[src/rtl/core/first_prime_in_stream_core_macros.svh]
// assertion macros used by the top level core module
`ifndef FIRST_PRIME_IN_STREAM_CORE_MACROS_SVH
`define FIRST_PRIME_IN_STREAM_CORE_MACROS_SVH

// condition implies consequence in the same cycle
`define FPIS_ASSERT_SAME(lbl, ante, cons, msg) \
    lbl: assert property (@(posedge clk) disable iff (!rst_n) (ante) |-> (cons)) \
        else $error(msg);

// condition implies consequence in the next cycle
`define FPIS_ASSERT_NEXT(lbl, ante, cons, msg) \
    lbl: assert property (@(posedge clk) disable iff (!rst_n) (ante) |=> (cons)) \
        else $error(msg);

`endif

[src/rtl/core/fpis_pkg.sv]
// shared types and constants of the first prime in stream core
package fpis_pkg;

    // width of the value fields on the ports
    localparam int FIELD_WIDTH = 32;

    // one input element
    typedef struct packed {
        logic signed [FIELD_WIDTH-1:0] value;
        logic                          last;
    } item_t;

    // one sequence result
    typedef struct packed {
        logic signed [FIELD_WIDTH-1:0] first_prime;
        logic                          found;
    } result_t;

endpackage

[src/rtl/core/fpis_div.sv]
// bit-serial restoring divider, one quotient bit per cycle
module fpis_div #(
    parameter int VALUE_WIDTH = 32
) (
    input  logic                   clk,
    input  logic                   rst_n,
    input  logic                   start,
    input  logic [VALUE_WIDTH-1:0] dividend,
    input  logic [VALUE_WIDTH-1:0] divisor,
    output logic                   done,
    output logic [VALUE_WIDTH-1:0] quotient,
    output logic [VALUE_WIDTH-1:0] remainder
);
    localparam int CNT_W = $clog2(VALUE_WIDTH);

    logic [CNT_W-1:0]       cnt_reg;
    logic                   busy_reg;
    logic                   done_reg;
    logic [VALUE_WIDTH-1:0] rem_reg;
    logic [VALUE_WIDTH-1:0] quo_reg;
    logic [VALUE_WIDTH-1:0] den_reg;

    logic [VALUE_WIDTH:0]   rem_shift;
    logic [VALUE_WIDTH:0]   diff;
    logic                   qbit;
    logic [VALUE_WIDTH-1:0] rem_next;

    // one restoring step: shift in the next dividend bit and try to subtract
    always_comb
    begin
        rem_shift = {rem_reg, quo_reg[VALUE_WIDTH-1]};
        diff      = rem_shift - {1'b0, den_reg};
        qbit      = ~diff[VALUE_WIDTH];
        rem_next  = qbit ? diff[VALUE_WIDTH-1:0] : rem_shift[VALUE_WIDTH-1:0];
    end

    // control: step counter and completion pulse
    always_ff @(posedge clk or negedge rst_n)
    begin
        if (!rst_n)
        begin
            cnt_reg  <= '0;
            busy_reg <= 1'b0;
            done_reg <= 1'b0;
        end
        else
        begin
            done_reg <= 1'b0;
            if (start)
            begin
                cnt_reg  <= CNT_W'(VALUE_WIDTH - 1);
                busy_reg <= 1'b1;
            end
            else if (busy_reg)
            begin
                if (cnt_reg == '0)
                begin
                    busy_reg <= 1'b0;
                    done_reg <= 1'b1;
                end
                else
                begin
                    cnt_reg <= cnt_reg - 1'b1;
                end
            end
        end
    end

    // datapath: partial remainder and dividend/quotient shift register
    always_ff @(posedge clk)
    begin
        if (start)
        begin
            rem_reg <= '0;
            quo_reg <= dividend;
            den_reg <= divisor;
        end
        else if (busy_reg)
        begin
            rem_reg <= rem_next;
            quo_reg <= {quo_reg[VALUE_WIDTH-2:0], qbit};
        end
    end

    assign done      = done_reg;
    assign quotient  = quo_reg;
    assign remainder = rem_reg;

endmodule

[src/rtl/core/first_prime_in_stream_core.sv]
// top level of the first prime in stream core
//
// Input channel item (item_valid, item_stall) carries one signed element and
// a last flag; a transfer happens when item_valid is high and item_stall low.
// Output channel result (result_valid, result_stall) carries one result per
// sequence, sent after the element marked last: the first prime seen, or all
// ones with found low when the sequence held none.
// Each element is tested by trial division with odd divisors 3, 5, 7, ...
// while the divisor does not exceed the quotient. Every trial runs through
// one bit-serial divider; an odd element to test goes from idle through the
// trial state, one divider run per trial, to the finish state. Elements that
// need no trial (negative, even, below 2, or once a prime is kept) go from
// idle straight to the finish state.
// item_stall is high while an element is being processed; one item at a time.
// A finished result waits in an output register; a stalled receiver only
// holds back the next last element, not ordinary ones.
// Reset (rst_n low, asynchronous) forgets any kept prime and empties the
// output register; the state also clears after each result is produced.
`include "first_prime_in_stream_core_macros.svh"

module first_prime_in_stream_core #(
    parameter int VALUE_WIDTH = 32
) (
    input  logic             clk,
    input  logic             rst_n,
    input  logic             item_valid,
    output logic             item_stall,
    input  fpis_pkg::item_t  item,
    output logic             result_valid,
    input  logic             result_stall,
    output fpis_pkg::result_t result
);
    import fpis_pkg::*;

    localparam int EXT_W = VALUE_WIDTH + FIELD_WIDTH;

    localparam logic [1:0] ST_IDLE   = 2'd0;
    localparam logic [1:0] ST_TEST   = 2'd1;
    localparam logic [1:0] ST_FINISH = 2'd2;

    localparam logic [VALUE_WIDTH-1:0] FIRST_DIV = VALUE_WIDTH'(3);
    localparam logic [VALUE_WIDTH-1:0] DIV_STEP  = VALUE_WIDTH'(2);
    localparam logic [VALUE_WIDTH-1:0] SMALLEST  = VALUE_WIDTH'(2);
    localparam logic [EXT_W-1:0] NONE_WIDE = EXT_W'({VALUE_WIDTH{1'b1}});
    localparam logic [FIELD_WIDTH-1:0] NONE_VALUE = NONE_WIDE[FIELD_WIDTH-1:0];

    logic [1:0]             state_reg, state_next;
    logic [VALUE_WIDTH-1:0] val_reg, val_next;
    logic [VALUE_WIDTH-1:0] div_reg, div_next;
    logic                   last_reg, last_next;
    logic                   prime_reg, prime_next;
    logic                   have_prime_reg, have_prime_next;
    logic [VALUE_WIDTH-2:0] kept_reg, kept_next;
    logic                   result_valid_reg, result_valid_next;
    result_t                result_reg, result_next;

    logic [EXT_W-1:0]       item_wide;
    logic [VALUE_WIDTH-1:0] item_raw;
    logic                   accept;
    logic                   need_test;
    logic                   quick_prime;
    logic                   out_free;
    logic                   keep_now;
    logic [EXT_W-1:0]       kept_wide;

    logic                   div_start;
    logic [VALUE_WIDTH-1:0] div_dividend;
    logic [VALUE_WIDTH-1:0] div_divisor;
    logic                   div_done;
    logic [VALUE_WIDTH-1:0] div_quo;
    logic [VALUE_WIDTH-1:0] div_rem;

    // element taken as VALUE_WIDTH bits, sign-extended from the port field
    assign item_wide = EXT_W'(item.value);
    assign item_raw  = item_wide[VALUE_WIDTH-1:0];

    assign item_stall = (state_reg != ST_IDLE);
    assign accept     = item_valid && !item_stall;
    assign out_free   = !result_valid_reg || !result_stall;

    // quick classification: only odd values of 3 or more need trials
    assign need_test   = !have_prime_reg && !item_raw[VALUE_WIDTH-1]
                         && item_raw[0] && (item_raw > SMALLEST);
    assign quick_prime = !have_prime_reg && (item_raw == SMALLEST);

    // shared trial divider
    assign div_dividend = (state_reg == ST_IDLE) ? item_raw : val_reg;
    assign div_divisor  = (state_reg == ST_IDLE) ? FIRST_DIV : div_reg + DIV_STEP;

    fpis_div #(
        .VALUE_WIDTH (VALUE_WIDTH)
    ) u_div (
        .clk       (clk),
        .rst_n     (rst_n),
        .start     (div_start),
        .dividend  (div_dividend),
        .divisor   (div_divisor),
        .done      (div_done),
        .quotient  (div_quo),
        .remainder (div_rem)
    );

    // keep the first prime of the sequence
    assign keep_now  = prime_reg && !have_prime_reg;
    assign kept_wide = EXT_W'(keep_now ? val_reg[VALUE_WIDTH-2:0] : kept_reg);

    // sequencer
    always_comb
    begin
        state_next        = state_reg;
        val_next          = val_reg;
        div_next          = div_reg;
        last_next         = last_reg;
        prime_next        = prime_reg;
        have_prime_next   = have_prime_reg;
        kept_next         = kept_reg;
        result_valid_next = result_valid_reg && result_stall;
        result_next       = result_reg;
        div_start         = 1'b0;

        unique case (state_reg)
            ST_IDLE:
            begin
                if (accept)
                begin
                    val_next   = item_raw;
                    last_next  = item.last;
                    prime_next = quick_prime;
                    div_next   = FIRST_DIV;
                    div_start  = need_test;
                    state_next = need_test ? ST_TEST : ST_FINISH;
                end
            end
            ST_TEST:
            begin
                if (div_done)
                begin
                    if (div_reg > div_quo)
                    begin
                        prime_next = 1'b1;
                        state_next = ST_FINISH;
                    end
                    else if (div_rem == '0)
                    begin
                        prime_next = 1'b0;
                        state_next = ST_FINISH;
                    end
                    else
                    begin
                        div_next  = div_reg + DIV_STEP;
                        div_start = 1'b1;
                    end
                end
            end
            ST_FINISH:
            begin
                if (!last_reg)
                begin
                    if (keep_now)
                    begin
                        have_prime_next = 1'b1;
                        kept_next       = val_reg[VALUE_WIDTH-2:0];
                    end
                    state_next = ST_IDLE;
                end
                else if (out_free)
                begin
                    result_valid_next = 1'b1;
                    result_next.found = have_prime_reg || keep_now;
                    result_next.first_prime = (have_prime_reg || keep_now)
                                              ? kept_wide[FIELD_WIDTH-1:0]
                                              : NONE_VALUE;
                    have_prime_next = 1'b0;
                    kept_next       = '0;
                    state_next      = ST_IDLE;
                end
            end
            default:
            begin
                state_next = ST_IDLE;
            end
        endcase
    end

    // control and sequence state
    always_ff @(posedge clk or negedge rst_n)
    begin
        if (!rst_n)
        begin
            state_reg        <= ST_IDLE;
            have_prime_reg   <= 1'b0;
            kept_reg         <= '0;
            result_valid_reg <= 1'b0;
        end
        else
        begin
            state_reg        <= state_next;
            have_prime_reg   <= have_prime_next;
            kept_reg         <= kept_next;
            result_valid_reg <= result_valid_next;
        end
    end

    // working registers of the element in flight and the output payload
    always_ff @(posedge clk)
    begin
        val_reg    <= val_next;
        div_reg    <= div_next;
        last_reg   <= last_next;
        prime_reg  <= prime_next;
        result_reg <= result_next;
    end

    assign result_valid = result_valid_reg;
    assign result       = result_reg;

    // checks
    `FPIS_ASSERT_NEXT(a_accept_busy, accept, state_reg != ST_IDLE, "accepted item left core idle")
    `FPIS_ASSERT_SAME(a_test_odd, state_reg == ST_TEST, !have_prime_reg && div_reg[0], "bad trial state")
    `FPIS_ASSERT_SAME(a_none_value, result_valid && !result.found, result.first_prime == NONE_VALUE, "bad none value")
    `FPIS_ASSERT_NEXT(a_clear_after, state_reg == ST_FINISH && last_reg && out_free, !have_prime_reg && result_valid, "state not cleared")

endmodule
[config.mk]
export PLATFORM = sky130hd
export DESIGN_NAME = first_prime_in_stream_core
export DESIGN_NICKNAME = d
export VERILOG_FILES = /design/src/rtl/core/fpis_pkg.sv /design/src/rtl/core/fpis_div.sv /design/src/rtl/core/first_prime_in_stream_core.sv
export VERILOG_INCLUDE_DIRS = /design/src /design/src/rtl/core
export SDC_FILE = /design/constraint.sdc
export NUM_CORES = 1
export LEC_CHECK = 0
export ABC_CLOCK_PERIOD_IN_PS = 6100
export BUFFER_PORTS_ARGS = -buffer_cell sky130_fd_sc_hd__buf_4
export CAP_MARGIN = 40
export CORE_UTILIZATION = 55
export DETAILED_ROUTE_END_ITERATION = 16
export PLACE_DENSITY_LB_ADDON = 0.25
export SLEW_MARGIN = 20
export SYNTH_ARGS = -nofsm -noshare
export SYNTH_HDL_FRONTEND = slang
export SYNTH_SLANG_ARGS = --single-unit
[constraint.sdc]
create_clock -name clk -period 6.1 [get_ports clk]
set_input_delay 0.61 -clock clk [delete_from_list [all_inputs] [get_ports clk]]
set_output_delay 0.61 -clock clk [all_outputs]
set_load 0.01 [all_outputs]
==> impl_metrics.py <==
metrics = {
    "logic_synthesis": {
        "synth-seq-cells": 235,
        "yosysMostFrequentCell": "nand2_1",
        "syn_area_per_cell_um2": 9.61,
        "synth_compound_area_share_pct": 14.5,
        "ys_types": 76,
        "synth_warnings": 0,
        "ys.flop_type": "edfxtp_1",
        "synth_top_family_by_area": "simple AND/OR/NAND/NOR gates",
        "syn-num-nets": 1456,
        "synthesis.area_um2": 13000,
        "synthMuxAreaShare_pct": 3.16,
        "yosysTopAreaCellShare_pct": 37.2,
        "async_flop_share_pct": 17.9,
        "synth_cells": 1353,
        "yosysSeqAreaShare_pct": 50.2,
        "synth_xor_area_share_pct": 3.77,
        "synth_fa_ha_area_share_pct": 6.41,
        "synth-simple-area-share_pct": 17.5,
        "yosys.area.top_type": "edfxtp_1",
        "synthTopCellsByArea": "edfxtp_1, dfrtp_1, ha_1, nand2_1, dfxtp_1",
        "synth_edf_count": 161,
        "synth_commonest_cells": "nand2_1, edfxtp_1, nor2_1",
    },
    "run_status": {
        "status": "completed",
    },
    "timing": {
        "slew-limit-headroom_pct": 44.5,
        "setup_slack_ns": 2.14,
        "fmax_mhz": 253,
        "rsz0062_at_grt": "false",
        "fin_setup_tns_ns": 0,
        "holdWs_ns": 0.0712,
        "finalClockSkew_ns": 0.0171,
        "fin_crit_sh_pct": 64.9,
        "min_period_ns": 3.96,
        "setup_viol": 0,
        "final_hold_viol_count": 0,
        "drv_slew": 0,
        "worst_pin_slew_ns": 0.825,
    },
    "floorplanning": {
        "top_level_ports": 72,
        "die-area_um2": 24300,
        "die_height_um": 156,
        "start_util_pct": 56.8,
        "core_area_um2": 22900,
        "fp.dieW_um": 156,
        "placementRows": 55,
    },
    "worst_setup_path": {
        "startpoint_type": "flop",
        "crit_type": "flop to flop",
        "crit_buf_inv": 3,
        "worstPathRequired_ns": 6.27,
        "reg2reg_depth": 11,
        "cp_data_arrival_time_ns": 4.12,
        "crit_slowest_cell": "a311oi_1",
        "end_kind": "flop",
        "max_stage_delay_ns": 0.60,
        "crit_cells": 11,
        "r2r_start": "u_div.quotient[31]$_DFFE_PP_",
        "rr_endpoint": "u_div.quotient[28]$_DFFE_PP_",
        "cp_common_cell": "buf_4",
        "crit_end": "u_div.quotient[28]$_DFFE_PP_",
        "r2r_setup_slack_ns": 2.14,
        "cp-startpoint": "u_div.quotient[31]$_DFFE_PP_",
        "critPathMaxFanout": 32,
        "cpLargestDelayFamily": "simple AND/OR/NAND/NOR gates",
        "cp_cell_sequence": "inv_1 -> ha_1 -> nand4_1 -> nor4_1 -> and2_1 -> a21oi_1 -> a311oi_1 -> a32oi_4 -> buf_4 -> nand2_1 -> buf_4",
    },
    "finish": {
        "fill_cells": 1763,
        "stdcell_count": 1740,
        "antennaDiodeCount": 0,
        "syn_to_final_growth_pct": 14.1,
        "seqCellArea_um2": 6530,
        "multi_input_area_um2": 5940,
        "largest_reg_flops": 33,
        "drive_gt1_share_pct": 10.4,
        "final_area_um2": 14800,
        "nets": 1510,
    },
    "detailed_routing": {
        "avgRoutedWirePerCell_um": 17.4,
        "routed_via_density": 5.83,
        "drc": 0,
        "drtAntennaViolNets": 0,
        "wirelength_mm": 30.3,
        "via_count": 10200,
        "drt-initial-drc-count": 726,
        "drt_first_pass_iters": 8,
    },
    "global_route": {
        "antenna_found_initial": 0,
        "grt_pass1_vias": 9959,
        "track_usage_pct": 25.6,
        "grt_overflow": 0,
        "grt_max_degree": 64,
        "grt_pass1_wl_mm": 49.9,
    },
    "clock_network": {
        "htreeDepth": 1,
        "holdBufCountCts": 0,
        "clk_latency_ns": 0.53,
        "cts.path.max_buffers": 3,
        "numCtsBuffers": 26,
        "root_buffer": "clkbuf_16",
        "cts_tree": "built",
        "cts_setup_buffers": 0,
        "cts_resized": 0,
        "path_clk_slew_ns": 0.06,
        "cts_sinks": 235,
    },
    "placement": {
        "dpl_cell_area_um2": 13900,
        "place_ws_ns": 1.93,
        "gp_congestion": 0.877,
        "dp_cells": 1690,
        "io_buffers": 71,
        "place_hpwl_mm": 21.1,
    },
    "power_and_ir_drop": {
        "ir_drop_mv": 0.382,
        "power_density_nw_per_um2": 531,
        "power_leakage_nw": 6.16,
    },
    "hold_path": {
        "hp-class": "input pin to async pin",
    },
    "run": {
        "cap_violations": 0,
    },
}
-- per-layer routing --
layer	vias to the layer above	part of all wire (%)	routed length (um)	global-route usage, %
met4	0	2.1	633	8.36
li1	4937	-	-	-
met3	52	6.3	1920	3.72
met2	350	46	14000	41.1
met5	-	0	0	0
met1	4812	46	13800	35.8
-- cell type report --
type	instances	share of cell area (%)
inverters	84	2.12
flip-flops and latches	235	44.0
clock inverters	14	1.24
repair buffers	90	5.09
multi-input cells	970	40.1
clock buffers	34	4.87
well taps	313	2.64
-- logic make-up (layout without fill, tap and decap cells) --
family | Yosys count | count (layout)
and+or+nand+nor | 499 | 499
AOI/OAI and AO/OA | 308 | 308
DFF | 235 | 235
xor gates and xnor gates | 56 | 56
buffers and inverters | 148 | 222
muxes | 41 | 41
adders and majority gates | 66 | 66
-- worst min path at each step --
stage,slack (ns),from,end
final,0.07,rst_n,u_div.cnt_reg[2]$_DFFE_PN0P_
after global routing,0.12,rst_n,u_div.cnt_reg[2]$_DFFE_PN0P_
after CTS,0.09,rst_n,u_div.busy_reg$_DFF_PN0_
after detailed placement,0.47,kept_reg[4]$_DFFE_PN0P_,kept_reg[4]$_DFFE_PN0P_
after global placement,0.46,kept_reg[0]$_DFFE_PN0P_,kept_reg[0]$_DFFE_PN0P_
after floorplan,0.31,rst_n,have_prime_reg$_DFFE_PN0P_
-- stage by stage --
stage	util, %	total power (W)
after floorplan	-	0.00527
after global placement	60.3	0.00603
after detailed placement	60.6	0.00619
after CTS	64.6	0.00786
after global routing	64.8	0.00845
final	64.8	0.00788
-- where the power goes --
part | switching [W] | internal, W
Sequential | 0.000408 | 0.00237
Combinational | 0.00206 | 0.00140
Clock | 0.000646 | 0.00101
Total | 0.00311 | 0.00477
-- placed cells by master, fill, tap and decap left out, types with 36 or more instances in the layout --
cell type	n
edfxtp_1	161
dfrtp_1	41
o21ai_0	106
ha_1	65
mux2i_1	40
buf_4	85
nor2b_1	36
a21oi_1	80
nand2_1	186
nor2_1	138
inv_1	82
Power figures use the tool's default switching activity.
